==> src/rtl/core/fqd_pkg.sv <==
package fqd_pkg;

  localparam int DEPTH_DEFAULT = 16;

  localparam int CMD_W       = 3;
  localparam int VALUE_W     = 32;
  localparam int STATUS_W    = 3;
  localparam int COUNT_OUT_W = 5;

  typedef logic [CMD_W-1:0]       cmd_t;
  typedef logic [VALUE_W-1:0]     value_t;
  typedef logic [STATUS_W-1:0]    status_t;
  typedef logic [COUNT_OUT_W-1:0] count_out_t;

  localparam cmd_t CMD_ENQUEUE = 3'd0;
  localparam cmd_t CMD_DEQUEUE = 3'd1;
  localparam cmd_t CMD_DELETE  = 3'd2;
  localparam cmd_t CMD_LENGTH  = 3'd3;
  localparam cmd_t CMD_ITERATE = 3'd4;

  localparam status_t ST_OK       = 3'd0;
  localparam status_t ST_ZERO     = 3'd1;
  localparam status_t ST_EMPTY    = 3'd2;
  localparam status_t ST_NOTFOUND = 3'd3;
  localparam status_t ST_FULL     = 3'd4;

endpackage

==> src/rtl/core/fqd_ram.sv <==
module fqd_ram #(
  parameter int WIDTH = 32,
  parameter int DEPTH = 16,
  localparam int ADDR_W = (DEPTH > 1) ? $clog2(DEPTH) : 1
) (
  input  logic              clk,
  input  logic              we,
  input  logic [ADDR_W-1:0] waddr,
  input  logic [WIDTH-1:0]  wdata,
  input  logic              re,
  input  logic [ADDR_W-1:0] raddr,
  output logic [WIDTH-1:0]  rdata
);

  logic [WIDTH-1:0] mem [DEPTH];

  always_ff @(posedge clk) begin
    if (we) begin
      mem[waddr] <= wdata;
    end
  end

  // Read data holds until the next read is issued.
  always_ff @(posedge clk) begin
    if (re) begin
      rdata <= mem[raddr];
    end
  end

endmodule

==> src/rtl/core/fifo_queue_with_delete.sv <==
// Bounded FIFO of non-zero 32-bit handles, DEPTH entries deep, held in a single-port-read
// RAM. Commands are taken one at a time; cmd_stall stays high until the last result of the
// current command has been loaded into the output register. Delete reads the entries in turn
// up to the match, then moves each later entry up one place; iterate reads every entry and
// gives one result per entry, or a single result when the queue is empty. All reads share
// the one RAM read port with its registered read, and every write and every read but the
// dequeue read of the head go through the shared head-plus-offset address unit. A stalled
// result output holds the command in its emit state. The store needs no clearing after
// reset.
module fifo_queue_with_delete #(
  parameter int DEPTH = fqd_pkg::DEPTH_DEFAULT
) (
  input  logic                 clk,
  input  logic                 rst,
  input  logic                 cmd_valid,
  output logic                 cmd_stall,
  input  fqd_pkg::cmd_t        command,
  input  fqd_pkg::value_t      item_value,
  output logic                 res_valid,
  input  logic                 res_stall,
  output fqd_pkg::status_t     status,
  output fqd_pkg::value_t      value_out,
  output fqd_pkg::count_out_t  count_out,
  output logic                 last
);

  import fqd_pkg::*;

  localparam int IDX_W = $clog2(DEPTH);
  localparam int CNT_W = $clog2(DEPTH + 1);

  localparam logic [3:0] S_IDLE  = 4'd0;
  localparam logic [3:0] S_CMD   = 4'd1;
  localparam logic [3:0] S_DHEAD = 4'd2;
  localparam logic [3:0] S_SRD   = 4'd3;
  localparam logic [3:0] S_SCMP  = 4'd4;
  localparam logic [3:0] S_SHRD  = 4'd5;
  localparam logic [3:0] S_SHWR  = 4'd6;
  localparam logic [3:0] S_IRD   = 4'd7;
  localparam logic [3:0] S_EMIT  = 4'd8;

  logic [3:0]       state;
  logic [CNT_W-1:0] count;
  logic [IDX_W-1:0] head;
  logic [CNT_W-1:0] idx;
  logic [CNT_W-1:0] idx_inc;
  cmd_t             cmd_r;
  value_t           val_r;
  status_t          res_status;
  logic             res_use_ram;
  logic             res_last;
  logic             res_free;

  logic [CNT_W-1:0] offset;
  logic [CNT_W:0]   sum;
  logic [IDX_W-1:0] slot;

  logic             ram_we;
  value_t           ram_wdata;
  logic             ram_re;
  logic [IDX_W-1:0] ram_raddr;
  value_t           ram_rdata;

  logic             enq_ok;
  logic             cnt_full;
  logic             cnt_empty;

  assign idx_inc   = idx + CNT_W'(1);
  assign cnt_full  = (count == CNT_W'(DEPTH));
  assign cnt_empty = (count == '0);
  assign enq_ok    = (cmd_r == CMD_ENQUEUE) && (val_r != '0) && !cnt_full;
  assign res_free  = !res_valid || !res_stall;
  assign cmd_stall = (state != S_IDLE);

  // Shared address unit: store slot of (head + offset) modulo DEPTH.
  always_comb begin
    case (state)
      S_CMD:   offset = count;
      S_DHEAD: offset = CNT_W'(1);
      S_SHRD:  offset = idx_inc;
      default: offset = idx;
    endcase
    sum = (CNT_W+1)'(head) + (CNT_W+1)'(offset);
    if (sum >= (CNT_W+1)'(DEPTH)) begin
      slot = IDX_W'(sum - (CNT_W+1)'(DEPTH));
    end else begin
      slot = IDX_W'(sum);
    end
  end

  assign ram_we    = ((state == S_CMD) && enq_ok) || (state == S_SHWR);
  assign ram_wdata = (state == S_SHWR) ? ram_rdata : val_r;
  assign ram_raddr = (state == S_CMD) ? head : slot;
  assign ram_re    = ((state == S_CMD) && (cmd_r == CMD_DEQUEUE) && !cnt_empty)
                   || ((state == S_SRD) && (idx != count))
                   || ((state == S_SHRD) && (idx_inc != count))
                   || (state == S_IRD);

  fqd_ram #(
    .WIDTH (VALUE_W),
    .DEPTH (DEPTH)
  ) u_store (
    .clk   (clk),
    .we    (ram_we),
    .waddr (slot),
    .wdata (ram_wdata),
    .re    (ram_re),
    .raddr (ram_raddr),
    .rdata (ram_rdata)
  );

  always_ff @(posedge clk) begin
    if (rst) begin
      state     <= S_IDLE;
      count     <= '0;
      head      <= '0;
      res_valid <= 1'b0;
    end else begin
      // Outside the emit state the output register only drains.
      if (!res_stall && (state != S_EMIT)) begin
        res_valid <= 1'b0;
      end
      case (state)
        S_IDLE: begin
          if (cmd_valid) begin
            cmd_r <= command;
            val_r <= item_value;
            state <= S_CMD;
          end
        end
        S_CMD: begin
          res_use_ram <= 1'b0;
          res_last    <= 1'b1;
          res_status  <= ST_OK;
          idx         <= '0;
          state       <= S_EMIT;
          case (cmd_r)
            CMD_ENQUEUE: begin
              if (val_r == '0) begin
                res_status <= ST_ZERO;
              end else if (cnt_full) begin
                res_status <= ST_FULL;
              end else begin
                count <= count + CNT_W'(1);
              end
            end
            CMD_DEQUEUE: begin
              if (cnt_empty) begin
                res_status <= ST_EMPTY;
              end else begin
                res_use_ram <= 1'b1;
                state       <= S_DHEAD;
              end
            end
            CMD_DELETE: begin
              if (val_r == '0) begin
                res_status <= ST_ZERO;
              end else begin
                state <= S_SRD;
              end
            end
            CMD_ITERATE: begin
              if (!cnt_empty) begin
                state <= S_IRD;
              end
            end
            default: begin
            end
          endcase
        end
        S_DHEAD: begin
          head  <= slot;
          count <= count - CNT_W'(1);
          state <= S_EMIT;
        end
        S_SRD: begin
          if (idx == count) begin
            res_status <= ST_NOTFOUND;
            state      <= S_EMIT;
          end else begin
            state <= S_SCMP;
          end
        end
        S_SCMP: begin
          if (ram_rdata == val_r) begin
            state <= S_SHRD;
          end else begin
            idx   <= idx_inc;
            state <= S_SRD;
          end
        end
        S_SHRD: begin
          // Close the gap once the tail entry has moved up.
          if (idx_inc == count) begin
            count <= count - CNT_W'(1);
            state <= S_EMIT;
          end else begin
            state <= S_SHWR;
          end
        end
        S_SHWR: begin
          idx   <= idx_inc;
          state <= S_SHRD;
        end
        S_IRD: begin
          res_use_ram <= 1'b1;
          res_last    <= (idx_inc == count);
          res_status  <= ST_OK;
          state       <= S_EMIT;
        end
        S_EMIT: begin
          if (res_free) begin
            res_valid <= 1'b1;
            status    <= res_status;
            value_out <= res_use_ram ? ram_rdata : '0;
            count_out <= COUNT_OUT_W'(count);
            last      <= res_last;
            if (res_last) begin
              state <= S_IDLE;
            end else begin
              idx   <= idx_inc;
              state <= S_IRD;
            end
          end
        end
        default: begin
          state <= S_IDLE;
        end
      endcase
    end
  end

  a_count_step: assert property (@(posedge clk) disable iff (rst)
    (!$past(rst) && !$stable(count)) |->
      ((count == $past(count) + CNT_W'(1)) || (count == $past(count) - CNT_W'(1))))
    else $error("entry count moved by more than one");

  a_head_on_dequeue: assert property (@(posedge clk) disable iff (rst)
    (!$past(rst) && !$stable(head)) |-> (count == $past(count) - CNT_W'(1)))
    else $error("head moved without an entry leaving");

  a_enqueue_room: assert property (@(posedge clk) disable iff (rst)
    (ram_we && (state == S_CMD)) |-> (count < CNT_W'(DEPTH)))
    else $error("enqueue write into a full store");

  a_single_pending: assert property (@(posedge clk) disable iff (rst)
    (state == S_EMIT && res_valid && res_stall) |=> (state == S_EMIT))
    else $error("result dropped while output stalled");

endmodule

==> config.mk <==
export PLATFORM = sky130hd
export DESIGN_NAME = fifo_queue_with_delete
export DESIGN_NICKNAME = d
export VERILOG_FILES = /design/src/rtl/core/fqd_pkg.sv /design/src/rtl/core/fqd_ram.sv /design/src/rtl/core/fifo_queue_with_delete.sv
export SDC_FILE = /design/constraint.sdc
export NUM_CORES = 1
export LEC_CHECK = 0
export ABC_CLOCK_PERIOD_IN_PS = 16960
export BUFFER_PORTS_ARGS = -buffer_cell sky130_fd_sc_hd__buf_2
export CAP_MARGIN = 20
export CORE_UTILIZATION = 29
export CTS_BUF_LIST = sky130_fd_sc_hd__clkbuf_8
export DETAILED_ROUTE_END_ITERATION = 6
export GPL_TIMING_DRIVEN = 0
export SLEW_MARGIN = 5
export SYNTH_ARGS = -nofsm -noshare
export SYNTH_HDL_FRONTEND = slang
export SYNTH_HIERARCHICAL = 1
export SYNTH_SLANG_ARGS = --single-unit
==> constraint.sdc <==
create_clock -name clk -period 16.96 [get_ports clk]
set_input_delay 0.848 -clock clk [delete_from_list [all_inputs] [get_ports clk]]
set_output_delay 0.848 -clock clk [all_outputs]
set_load 0.01 [all_outputs]
### Word level (Yosys, flattened, before mapping)

Memories as Yosys holds them, arrays and structs flattened. A register that Yosys moved wholly into a read port is not among the register bits.
Cells that the tools add are included.

* bits in registers: 100
* memory bits (writable): 512
* bits of input ports: 39
* word-level logic and storage cells: 124
* memories: 1

* add/subtract/negate cells: 5
* $lt $le $gt $ge: 1
* equal/unequal tests: 27
* muxes and demuxes: 40
* bitwise operators: 1
* reductions and logical operators: 35

Memories
* u_store.mem: depth 16, width 32, read ports 1, clocked after memory_dff 1, write ports 1, line fqd_ram.sv:15 `logic [WIDTH-1:0] mem [DEPTH];`

Operator list (number)
* 4-bit two-way mux: 9
* 5-bit two-way mux: 7
* 32-bit equality test: 1
* 32-bit logical NOT: 1
* 32-bit two-way mux: 1
* 4-bit case mux with 8 select lines: 1
* 32-bit nonzero test: 1
* 5-bit case mux with 3 select lines: 2
* 5-bit case mux with 4 select lines: 1
* 3-bit case mux with 3 select lines: 2
* 4-bit by 3-bit equality test with 1-bit output, second input constant: 4
* 3-bit two-way mux: 5
* 2-bit != test, second input constant: 7
* 4-bit case mux with 3 select lines: 1
* 5-bit by 1-bit adder with 5-bit output, second input constant: 2
* 5-bit equality test: 2
* 5-bit != test: 2
* 5-bit AND reduction: 2
* 3-bit AND reduction: 3
* 4-bit by 2-bit equality test with 1-bit output, second input constant: 2
* 1-bit logical AND: 8
* 1-bit two-way mux: 8
* 4-bit nonzero test: 2
* 4-bit by 5-bit adder with 6-bit output: 1
* other kinds (23): 34

### Longest topological paths before layout

Gate-level depths: netlist (run 1).

* depth after elaboration: 7
* mapped depth: 17
* mapped depth without buffers: 13

### Cells and area by module

The synthesis (run 1) kept the hierarchy.

Modules (own cells, without submodules)
* fqd_ram: instances 1, cells an instance 838, area each 20155.6 um2, seq. area each 16335.7 um2
* fifo_queue_with_delete: instances 1, cells an instance 434, area each 5315.1 um2, seq. area each 2862.7 um2

### Worst setup path after synthesis (run 1)

Ideal clock, no wire load.

* kind: flip-flop to flip-flop
* from: register state[3]
* to: memory u_store.mem[0][0], enable pin
* arrival time: 4984 ps
* slack: 11515 ps
* stages on the path, launching flop included: 14
* path buffers: 1
* period minus slack after synthesis: 5445 ps
* cells stage by stage: dfxtp_1 buf_4 nor4b_2 nor3_1 a222oi_1 inv_1 ha_1 a21o_1 a21oi_1 xnor2_1 a21boi_1 nor2_1 or3b_2 nor3_1

* word-level cells in the longest chain between the ends: 5
* elaborated cells between the ends (all ways): 13

Ends and longest elaborated chain
* from (decl): line fifo_queue_with_delete.sv:42 `logic [3:0] state;`
* from (signal assigned): line fifo_queue_with_delete.sv:114 `state <= S_IDLE;`
* from (signal assigned): line fifo_queue_with_delete.sv:128 `state <= S_CMD;`
* from (signal assigned): line fifo_queue_with_delete.sv:136 `state <= S_EMIT;`
* 4-bit by 3-bit equality test with 1-bit output, or another cell as far along: line fifo_queue_with_delete.sv:77 `case (state)`
* 5-bit case mux with 3 select lines *: line fifo_queue_with_delete.sv:77
* 4-bit by 5-bit adder with 6-bit output *: line fifo_queue_with_delete.sv:83 `sum = (CNT_W+1)'(head) + (CNT_W+1)'(offset);`
* 6-bit by 5-bit greater-or-equal comparator with 1-bit output / 4-bit by 1-bit subtractor with 4-bit output (equally long branches): line fifo_queue_with_delete.sv:84, fifo_queue_with_delete.sv:85
* 4-bit two-way mux *: line fifo_queue_with_delete.sv:84 `if (sum >= (CNT_W+1)'(DEPTH)) begin`
* net slot[3]: line fifo_queue_with_delete.sv:56 `logic [IDX_W-1:0] slot;`
* to (decl): line fqd_ram.sv:15

The timed path passes the listed nets; every way through them passes the cells marked *.

### Worst setup path in the final report (run 1)

* from: register state[3]
* to: register u_store.rdata[17], read port of u_store.mem, data pin

* word-level cells in the longest chain between the ends: 6
* elaborated cells between the ends (all ways): 18

Ends and longest elaborated chain
* 4-bit by 3-bit equality test with 1-bit output, or another cell as far along: line fifo_queue_with_delete.sv:77
* 5-bit case mux with 3 select lines: line fifo_queue_with_delete.sv:77
* 4-bit by 5-bit adder with 6-bit output: line fifo_queue_with_delete.sv:83
* 6-bit by 5-bit greater-or-equal comparator with 1-bit output / 4-bit by 1-bit subtractor with 4-bit output (equally long branches): line fifo_queue_with_delete.sv:84, fifo_queue_with_delete.sv:85
* 4-bit two-way mux: line fifo_queue_with_delete.sv:84
* 4-bit two-way mux *: line fifo_queue_with_delete.sv:93 `assign ram_raddr = (state == S_CMD) ? head : slot;`
* net ram_raddr[3]: line fifo_queue_with_delete.sv:61 `logic [IDX_W-1:0] ram_raddr;`
* to (decl): line fqd_ram.sv:12 `output logic [WIDTH-1:0] rdata`

Marked as above.
A chain may end at the register's enable or synchronous reset.

==> results of run 1 <==
## cell type report
cell class / count / area, um2
diodes: 1 / 2.502
plain buffers: 63 / 310.3
clock buffers: 103 / 1418
clock inverters: 73 / 392.9
fillers: 8124 / 57120
inverters: 9 / 33.78
multi-input cells: 556 / 6063
flip-flops and latches: 644 / 19200
well taps: 1155 / 1445
repair buffers: 115 / 902.1
## sequential cells by signal (all words and copies together) (netlist names)
signal and flops:
cmd_r 3, value_out 32, state 4, last 1, u_store/mem 512, count_out 5, count 5, idx 5
u_store/rdata 32, res_use_ram 1, val_r 32, status 3, res_valid 1, res_last 1, head 4, res_status 3
## cells in the mapped netlist (all sizes together), types with 2 or more instances
library cell,count
a211o,2
a211oi,3
a21boi,3
a21o,4
a21oi,15
a221oi,2
a22oi,66
a31oi,4
and2,35
and3,2
buf,39
clkbuf,24
dfxtp,14
edfxtp,630
fa,2
ha,7
inv,9
mux2,35
mux4,128
nand2,58
nand2b,5
nand3,9
nand3b,6
nand4,4
nor2,41
nor2b,5
nor3,10
nor3b,3
nor4,16
nor4b,2
o2111ai,2
o211ai,3
o21ai,6
o21bai,3
o31ai,2
or2,3
or3,3
or4b,2
xnor2,8
xor2,40
## worst max-delay path, cell delays in order (launching register included)
cell and delay, ns:
dfxtp_1 0.30, buf_4 0.16, nor4b_2 0.50, nor3_1 0.17, a222oi_1 0.28, inv_1 0.13, ha_1 0.28, a21o_1 0.16
a21oi_1 0.17, xnor2_1 0.14, and3b_1 0.22, o31ai_1 0.51, nor2b_1 0.20, clkbuf_1 0.34, clkbuf_1 0.70, a22oi_1 0.23
nand2_1 0.16
## power by group
group | leakage (nW) | switching [mW] | internal, mW | total [mW]
Combinational | 2.72 | 0.329 | 0.229 | 0.558
Sequential | 5.79 | 0.0205 | 1.79 | 1.81
Clock | 1.03 | 0.610 | 0.596 | 1.21
Total | 9.54 | 0.959 | 2.61 | 3.57
## logic make-up after synthesis
| family | count (synthesis) | synth area share [%] |
|---|---|---|
| flops | 644 | 75.37 |
| xor+xnor | 48 | 1.680 |
| fa+ha+maj | 9 | 0.5010 |
| simple gates | 210 | 4.446 |
| mux | 164 | 12.95 |
| buf+inv | 72 | 1.351 |
| compound gates | 125 | 3.699 |
## routing by layer
metal | track usage [%] | part of all wire, %
met5 | 0 | 0
met2 | 21.55 | 44
met1 | 22.46 | 46
met4 | 2.808 | 1.1
met3 | 3.308 | 8.7
## worst max path at each step
| stage | to | slack (ns) | cells past startpoint |
|---|---|---|---|
| floorplan | u_store/mem[0][0]$_DFFE_PP_ | 11.51 | 13 |
| global placement | u_store/mem[0][16]$_DFFE_PP_ | 8.22 | 13 |
| detailed placement | u_store/mem[12][14]$_DFFE_PP_ | 12.25 | 15 |
| finish | u_store/rdata[17]$_DFFE_PP_ | 12.14 | 16 |
| CTS | u_store/mem[12][7]$_DFFE_PP_ | 12.19 | 15 |
| global route | u_store/mem[12][14]$_DFFE_PP_ | 11.83 | 15 |
## metrics by stage
step | std cells | setup slack [ns]
6_report | 2719 | 12.14
5_1_grt | 2719 | 11.83
4_1_cts | 2718 | 12.19
3_5_place_dp | 2542 | 12.25
3_3_place_gp | 2508 | 8.218
2_1_floorplan | 1272 | 11.51
==> results by group, run 1 <==
Timing
  – RSZ-0062 raised after global routing: no
  – Setup TNS: 0 ns
  – Relative slew margins: 30.37%
  – Final setup fails: 0
  – Final period util: 28.41%
  – Clk_skew: 0.03323 ns
  – Worst slew pin tran: between 1 and 1.5 ns
  – Final Hold Vio Count: 0
  – Max Transition Viols Final: 0
  – Fin crit period: 4.818 ns
  – Fmax: 0.2076 GHz
  – WHS: 0.3165 ns

Place
  – IO buf count: 81
  – Post-DP Area: roughly 28000 um2
  – RePlAce Congestion: 0.8183
  – DP HPWL: 42.44 mm

Global route
  – First-pass GRT wire length: 95.16 mm
  – All-Layer GR Usage: 14.75%
  – GRT overflow: 0
  – Largest net degree at the start of global routing: 33
  – Vias in the first global route: 13483
  – Initial antenna violation count: 3

Logic synthesis
  – Netlist cell types: 75
  – Synth Warn #: 6
  – Post-Synthesis Cells: 1272
  – EDFF count, synth: 630
  – FF+latch count, synth: 644
  – Syn Area/Cell: 20.02 um2
  – Seq/Total Area, Yosys: 75.37%
  – Leading area contributor after synthesis: edfxtp_1
  – Cell Area, Synth: 25470 um2
  – Primary FF master, synth: edfxtp_1
  – Post-synth ARST share: 0%
  – Area share of the leading cell type in the synthesized netlist: 74.27%
  – Post-Syn Nets: 1320
  – Largest cells by area after synthesis: edfxtp_1, mux4_2, a22oi_1

Cells and area
  – Area growth syn-to-layout: 16.86%
  – Commonest non-fill, non-tap cell in the layout: edfxtp_1
  – Share of layout cells above drive strength 1: 29.88%
  – Fin util: 34.26%
  – Nets: 1534
  – Final instance area: 29770 um2
  – Commonest non-fill, non-tap cells in the layout: edfxtp_1, mux4_2, clkbuf_8, buf_2, a22oi_1

Worst setup path
  – Crit path from: state[3]$_SDFFE_PP0P_
  – Worst EP required: 17.50 ns
  – Critical path launch point type: register
  – Worst R2R Setup Slack: between 10 and 15 ns
  – Worst Path Max Fanout: 10
  – CP Capture Type: register
  – R2R cell count: 16
  – Worst EP arrival: 5.36 ns
  – Reg2Reg Launch Point: state[3]$_SDFFE_PP0P_
  – Setup CP Type: register to register
  – Worst reg2reg endpoint: u_store/rdata[17]$_DFFE_PP_

Flow run
  – Max Cap Viol: 0

Clock tree
  – Hold buffer count at cts: 0
  – Clock net sink count: approximately 640
  – CTS tree: built
  – Clk buf depth: 3
  – TritonCTS Buffers: 97
  – Clock Latency Late Sink: 0.71 ns
  – Clk slew on worst S/H paths: 0.07 ns
  – Post-CTS setup buffers: 0
  – Root Driver: clkbuf_8
  – H-tree levels: 3
  – Post_cts resized: 0

Worst hold path
  – Worst Hold End: val_r[22]$_DFFE_PP_
  – Worst Hold Class: input port to register
  – Hold_sp: item_value[22]
  – Worst hold stages: 1

Power
  – Static Leak: ~9.5 nW
  – VDD IR-drop max: 68.87 uV
  – Power per cell area: 120.0 nW/um2
  – Final Power: approximately 3.6 mW

Routing
  – WL final: between 60 and 70 mm
  – Residual DRC: 0
  – First drt pass iteration count: 7
  – DR iter-0 viols: 1623
  – Vias per inst: 5.007
  – Antenna-violating nets left: 0
  – Via Count: 13613
  – DR WL/cell: approximately 24 um

Floorplan
  – Die H: 298.4 um
  – Core area: 86890 um2
  – Starting Density: 29.31%
  – Die W: 298.4 um
  – Ports: 82
  – Die area: 89020 um2
  – Rows: 108

Status
  – Status: completed
Power figures use the tool's default switching activity.
==> inputs of run 2 (changes only) <==
--- a/config.mk
+++ b/config.mk
@@ -5,7 +5,7 @@
 export SDC_FILE = /design/constraint.sdc
 export NUM_CORES = 1
 export LEC_CHECK = 0
-export ABC_CLOCK_PERIOD_IN_PS = 16960
+export ABC_CLOCK_PERIOD_IN_PS = 4900
 export BUFFER_PORTS_ARGS = -buffer_cell sky130_fd_sc_hd__buf_2
 export CAP_MARGIN = 20
 export CORE_UTILIZATION = 29
==> constraint.sdc (replaced) <==
create_clock -name clk -period 4.9 [get_ports clk]
set_input_delay 0.245 -clock clk [delete_from_list [all_inputs] [get_ports clk]]
set_output_delay 0.245 -clock clk [all_outputs]
set_load 0.01 [all_outputs]
==> results by group, run 2 (synthesis gave the netlist of run 1 again) <==
Status
  – Status: completed

Cells and area
  – Fin util: 34.84%
  – Filler cells: 8083
  – Commonest non-fill, non-tap cell in the layout: edfxtp_1
  – Share of layout cells above drive strength 1: a little under a third
  – Top reg by flops: u_store/mem
  – Largest register FFs: a little over 500
  – Final instance area: ~30000 um2
  – Nets: about 1600
  – Commonest non-fill, non-tap cells in the layout: edfxtp_1, mux4_2, clkbuf_8, buf_2, a22oi_1
  – Area growth syn-to-layout: 18.84%

Worst setup path
  – CP Capture Type: register
  – Cells along the critical path: nor4b_2, nor3_1, a222oi_1, inv_1, ha_1, a21o_1, a21oi_1, xnor2_1, a21boi_1, o31ai_1, nor2_1, clkbuf_1, a22oi_1, nand2_1
  – Worst EP arrival: a little over 5 ns
  – Critical path's largest stage delay: 0.81 ns
  – Kind of cell adding the most delay to the critical path: simple AND/OR/NAND/NOR gates
  – Worst Path Max Fanout: 10
  – CP bufs+invs: 2
  – Setup CP Type: register to register
  – Worst EP required: 5.45 ns
  – Critical path's slowest cell: clkbuf_1
  – Critical path launch point type: register

Timing
  – RSZ-0062 raised after global routing: yes
  – Clk_skew: 0.04237 ns
  – Worst slew pin tran: about 1.0 ns
  – Final Hold Vio Count: 0
  – Final setup fails: 0
  – Relative slew margins: 32.13%
  – Max Transition Viols Final: 0
  – Final period util: 93.87%
  – Fmax: 0.2174 GHz
  – Fin crit period: 4.600 ns

Global route
  – First-pass GRT wire length: 94.20 mm
  – GRT overflow: 0
  – Largest net degree at the start of global routing: 23
  – All-Layer GR Usage: 14.64%
  – Vias in the first global route: around 14000
  – Initial antenna violation count: 2

Floorplan
  – Core area: 86890 um2
  – Ports: 82
  – Die H: slightly below 300 um
  – Die area: 89020 um2
  – Die W: 298.4 um
  – Rows: 108
  – Starting Density: ~29%

Routing
  – First drt pass iteration count: 6
  – WL final: 65.16 mm
  – Vias per inst: 4.901
  – Antenna-violating nets left: 0
  – DR WL/cell: about 24 um
  – Via Count: 13477
  – DR iter-0 viols: 1433
  – Residual DRC: 0

Clock tree
  – Clock Latency Late Sink: approximately 0.71 ns
  – Root Driver: clkbuf_8
  – CTS tree: built
  – Clk buf depth: 3
  – H-tree levels: 3
  – Clock net sink count: between 600 and 700
  – TritonCTS Buffers: 95
  – Clk slew on worst S/H paths: 0.06 ns

Worst hold path
  – Worst Hold Class: input port to register

Place
  – DP HPWL: 43.10 mm
  – Post-DP Area: ~28000 um2
  – IO buf count: 81
  – RePlAce Congestion: 0.7926

Power
  – Power per cell area: 406.3 nW/um2
  – Static Leak: a little under 10 nW
  – Final Power: between 10 and 15 mW
  – VDD IR-drop max: 218.3 uV

Flow run
  – Max Cap Viol: 0
[run 2: cell count changes in the layout (fill, tap and decap cells not counted), moves of 4 or more]
cell,change
buf_1,-10
nor3_4,+4
clkinv_1,-7
buf_4,-7
buf_8,+5
nor3_2,-4
buf_16,+4
clkbuf_1,-7
buf_6,-5
clkbuf_2,+17
dlygate4sd3_1,+37
clkbuf_8,-4
[run 2: tightest hold or removal path, stage by stage]
cell and delay, ns:
buf_2 0.11, nor2_1 0.08, a211o_1 0.20, a31oi_1 0.06
[run 2: routing by layer]
metal / GRT usage [%] / vias to the layer above / part of all wire [%] / routed length [um]
met3: 3.221 / 89 / 9.7 / 6308
met4: 3.040 / 0 / 1.5 / 987
met5: 0 / - / 0 / 0
met1: 21.87 / 7015 / 45 / 29150
li1: - / 5740 / - / -
met2: 21.82 / 633 / 44 / 28710
[run 2: final timing paths]
check / start / to / slack, ns / cells after the start
min: cmd_valid / state[1]$_SDFFE_PP0P_ / 0.08 / 4
max: state[0]$_SDFFE_PP0P_ / u_store/rdata[10]$_DFFE_PP_ / 0.30 / 14
min reg2reg: res_status[2]$_DFFE_PP_ / status[2]$_DFFE_PP_ / 0.42 / 0
max reg2reg: state[0]$_SDFFE_PP0P_ / u_store/rdata[10]$_DFFE_PP_ / 0.30 / 14
[run 2: layout make-up]
type,count,area [um2],area share [%]
Clock buffer,99,1363,4.501
Timing Repair Buffer,153,1414,4.671
Inverter,9,33.78,0.1116
Multi-Input combinational cell,556,6075,20.07
Clock inverter,69,405.4,1.339
Sequential cell,644,19200,63.42
Antenna cell,2,5.005,0.01653
Buffer,63,331.6,1.095
Tap cell,1155,1445,4.774
[run 2: what timing repair did]
item,CTS,global route
setup buffers,0,3
hold endpoints to repair,38,0
hold buffers,37,0
endpoints found under the setup margin,0,66
gates resized for setup,0,32
[run 2: report_power, final]
group	total (mW)	leakage, nW	internal, mW	switching, mW
clock network	4.10	1.02	2.05	2.05
registers	6.26	5.79	6.19	0.0719
logic	1.94	2.97	0.815	1.12
total	12.3	9.79	9.05	3.25
[run 2: through the flow]
stage	setup slack (ns)	instances	hold WS, ns	TNS, ns
after floorplan	0.2421	1272	0.3439	0
after global placement	-2.902	2508	0.4030	-897.76
after detailed placement	0.03324	2540	0.4056	0
after CTS	0.01932	2745	0.01443	0
after global routing	-0.005430	2749	0.05956	-0.005430
final	0.3003	2750	0.08144	0
==> inputs of run 3 (changes only) <==
--- a/config.mk
+++ b/config.mk
@@ -12,6 +12,7 @@
 export CTS_BUF_LIST = sky130_fd_sc_hd__clkbuf_8
 export DETAILED_ROUTE_END_ITERATION = 6
 export GPL_TIMING_DRIVEN = 0
+export HOLD_SLACK_MARGIN = 0.15
 export SLEW_MARGIN = 5
 export SYNTH_ARGS = -nofsm -noshare
 export SYNTH_HDL_FRONTEND = slang
==> results by group, run 3 (synthesis gave the netlist of run 1 again) <==
Floorplan
  – Die W: ~300 um
  – Rows: 108
  – Core area: 86890 um2
  – Ports: 82
  – Die area: 89020 um2
  – Starting Density: between 20% and 30%
  – Die H: between 200 and 300 um

Routing
  – DR iter-0 viols: about 1400
  – DR WL met2: 28.79 mm
  – DR WL/cell: 23.71 um
  – Vias per inst: ~5
  – Antenna-violating nets left: 0
  – WL final: 65.21 mm
  – Residual DRC: 0
  – First drt pass iteration count: 5
  – Uppermost layer routed: met4
  – Wire length on met3: 5.660 mm
  – Via Count: 13537
  – Metal-1 WL: 29.77 mm

Power
  – Final Power: about 12 mW
  – Gate power share: 15.8%
  – Power per cell area: 406.2 nW/um2
  – Clock network power share: 33.3%
  – Switching pwr: 3.248 mW
  – Net Sw Frac: about a quarter
  – VDD IR-drop max: 221.6 uV
  – Cell Int Power: a little over 9 mW
  – Seq pwr share: 50.9%
  – Static Leak: between 9 and 10 nW

Place
  – DP HPWL: 43.10 mm
  – IO buf count: 81
  – RePlAce Congestion: between 0.7 and 0.8

Clock tree
  – Clk buf depth: 3
  – Root Driver: clkbuf_8
  – TritonCTS Buffers: 95
  – Clock net sink count: roughly 640
  – Clk slew on worst S/H paths: 0.06 ns
  – H-tree levels: 3
  – Clock Latency Late Sink: 0.71 ns
  – CTS tree: built

Worst hold path
  – Worst Hold Class: input port to register
  – Worst hold stages: 2
  – Worst Hold End: val_r[11]$_DFFE_PP_
  – Hold_sp: item_value[11]

Timing
  – Relative slew margins: 34.17%
  – Final Hold Vio Count: 0
  – Final period util: 93.89%
  – Clk_skew: about 0.045 ns
  – Setup TNS: 0 ns
  – Max Transition Viols Final: 0
  – Final setup fails: 0
  – Worst slew pin tran: 0.9874 ns
  – RSZ-0062 raised after global routing: yes
  – Fin crit period: 4.601 ns
  – Fmax: 0.2174 GHz

Worst setup path
  – Worst Path Max Fanout: 10
  – Worst R2R Setup Slack: 0.30 ns
  – Worst EP required: 5.33 ns
  – Worst EP arrival: 5.03 ns
  – Critical path's largest stage delay: 0.87 ns
  – Setup CP Type: register to register
  – Critical path's slowest cell: fa_1
  – R2R cell count: 14
  – Critical path launch point type: register
  – Cells along the critical path: buf_2, nand3b_1, clkbuf_1, nand3_1, nand3_1, ha_1, fa_1, nand2_1, nand2_1, buf_2, clkbuf_2, mux4_2, a22oi_1, nand2_1
  – Worst reg2reg endpoint: u_store/rdata[8]$_DFFE_PP_
  – Reg2Reg Launch Point: state[0]$_SDFFE_PP0P_
  – CP Capture Type: register
  – CP most frequent cell: nand2_1

Flow run
  – Max Cap Viol: 0

Cells and area
  – Multi-input gate area: 6075 um2
  – Share of layout cells above drive strength 1: 30.11%
  – Register area: 19200 um2
  – Top reg by flops: u_store/mem
  – Nets: 1571
  – Area growth syn-to-layout: 18.87%
  – Filler cells: slightly above 8000
  – Commonest non-fill, non-tap cell in the layout: edfxtp_1
  – Commonest non-fill, non-tap cells in the layout: edfxtp_1, mux4_2, clkbuf_8, buf_2, a22oi_1
  – Largest register FFs: 512

Global route
  – Initial antenna violation count: 2
  – Vias in the first global route: 13617
  – First-pass GRT wire length: 94.28 mm
  – Largest net degree at the start of global routing: 23
  – All-Layer GR Usage: approximately 15%
  – GRT overflow: 0

Status
  – Status: completed
==> run 3: cell count changes in the layout (fill, tap and decap cells not counted) <==
cell	before	now
dlygate4sd3_1	37	38
diode_2	2	1
==> run 3: area by class of cell <==
class,count,share of cell area (%)
multi-input combinational,556,20.06
tap,1155,4.773
antenna,1,0.008265
clock buffer,99,4.500
buffer,63,1.095
clock inverter,69,1.339
inverter,9,0.1116
timing repair buffer,154,4.703
sequential,644,63.41
==> run 3: stage by stage <==
step                std cells  hold WS, ns  setup slack, ns  utilization [%]  area, um2
floorplan                1272       0.3439           0.2421                -      25490
global placement         2508       0.4030           -2.902            31.47      27340
detailed placement       2540       0.4056          0.03324            32.32      28080
CTS                      2746       0.1870          0.01932            34.79      30230
global route             2750       0.2127        -0.005430            34.85      30280
finish                   2750       0.2479           0.2993            34.85      30280
==> run 3: worst max path at each step <==
stage | endpoint | cells after the start | startpoint
after floorplan | count_out[0]$_DFFE_PP_ | 3 | state[1]$_SDFFE_PP0P_
after global placement | value_out[15]$_SDFFCE_PN0P_ | 3 | state[1]$_SDFFE_PP0P_
after detailed placement | u_store/rdata[8]$_DFFE_PP_ | 14 | state[0]$_SDFFE_PP0P_
after CTS | u_store/rdata[8]$_DFFE_PP_ | 14 | state[0]$_SDFFE_PP0P_
after global routing | u_store/rdata[19]$_DFFE_PP_ | 14 | state[1]$_SDFFE_PP0P_
final | u_store/rdata[8]$_DFFE_PP_ | 14 | state[0]$_SDFFE_PP0P_
==> run 3: routing by layer <==
metal  vias up  GRT usage, %
li1       5741             -
met2       600         21.83
met1      7110         21.89
met5         -             0
met4         0         3.040
met3        86         3.221
==> run 3: repair_timing <==
item                       4_1_cts  5_1_grt
resized for setup                0       32
setup buffers                    0        3
hold endpoints to repair        56        0
hold buffers                    38        0
setup endpoints to repair        0       66
==> run 3: power by group through the flow <==
| stage | sequential [mW] | combinational (mW) | clock [mW] |
|---|---|---|---|
| 6_report | 6.26 | 1.94 | 4.10 |
| 3_5_place_dp | 6.37 | 1.92 | 0 |
| 4_1_cts | 6.26 | 1.95 | 4.21 |
| 2_1_floorplan | 6.35 | 1.31 | 0 |
| 3_3_place_gp | 6.38 | 1.85 | 0 |
| 5_1_grt | 6.27 | 2.08 | 4.43 |
==> run 3: critical path: cells and delay by family, from the launching register on <==
family	cells	cell delay, ns
buffers and inverters	4	1.37
adders and majority gates	2	1.10
and+or+nand+nor	6	0.76
DFF	1	0.48
muxes	1	0.40
AOI/OAI and AO/OA	1	0.24
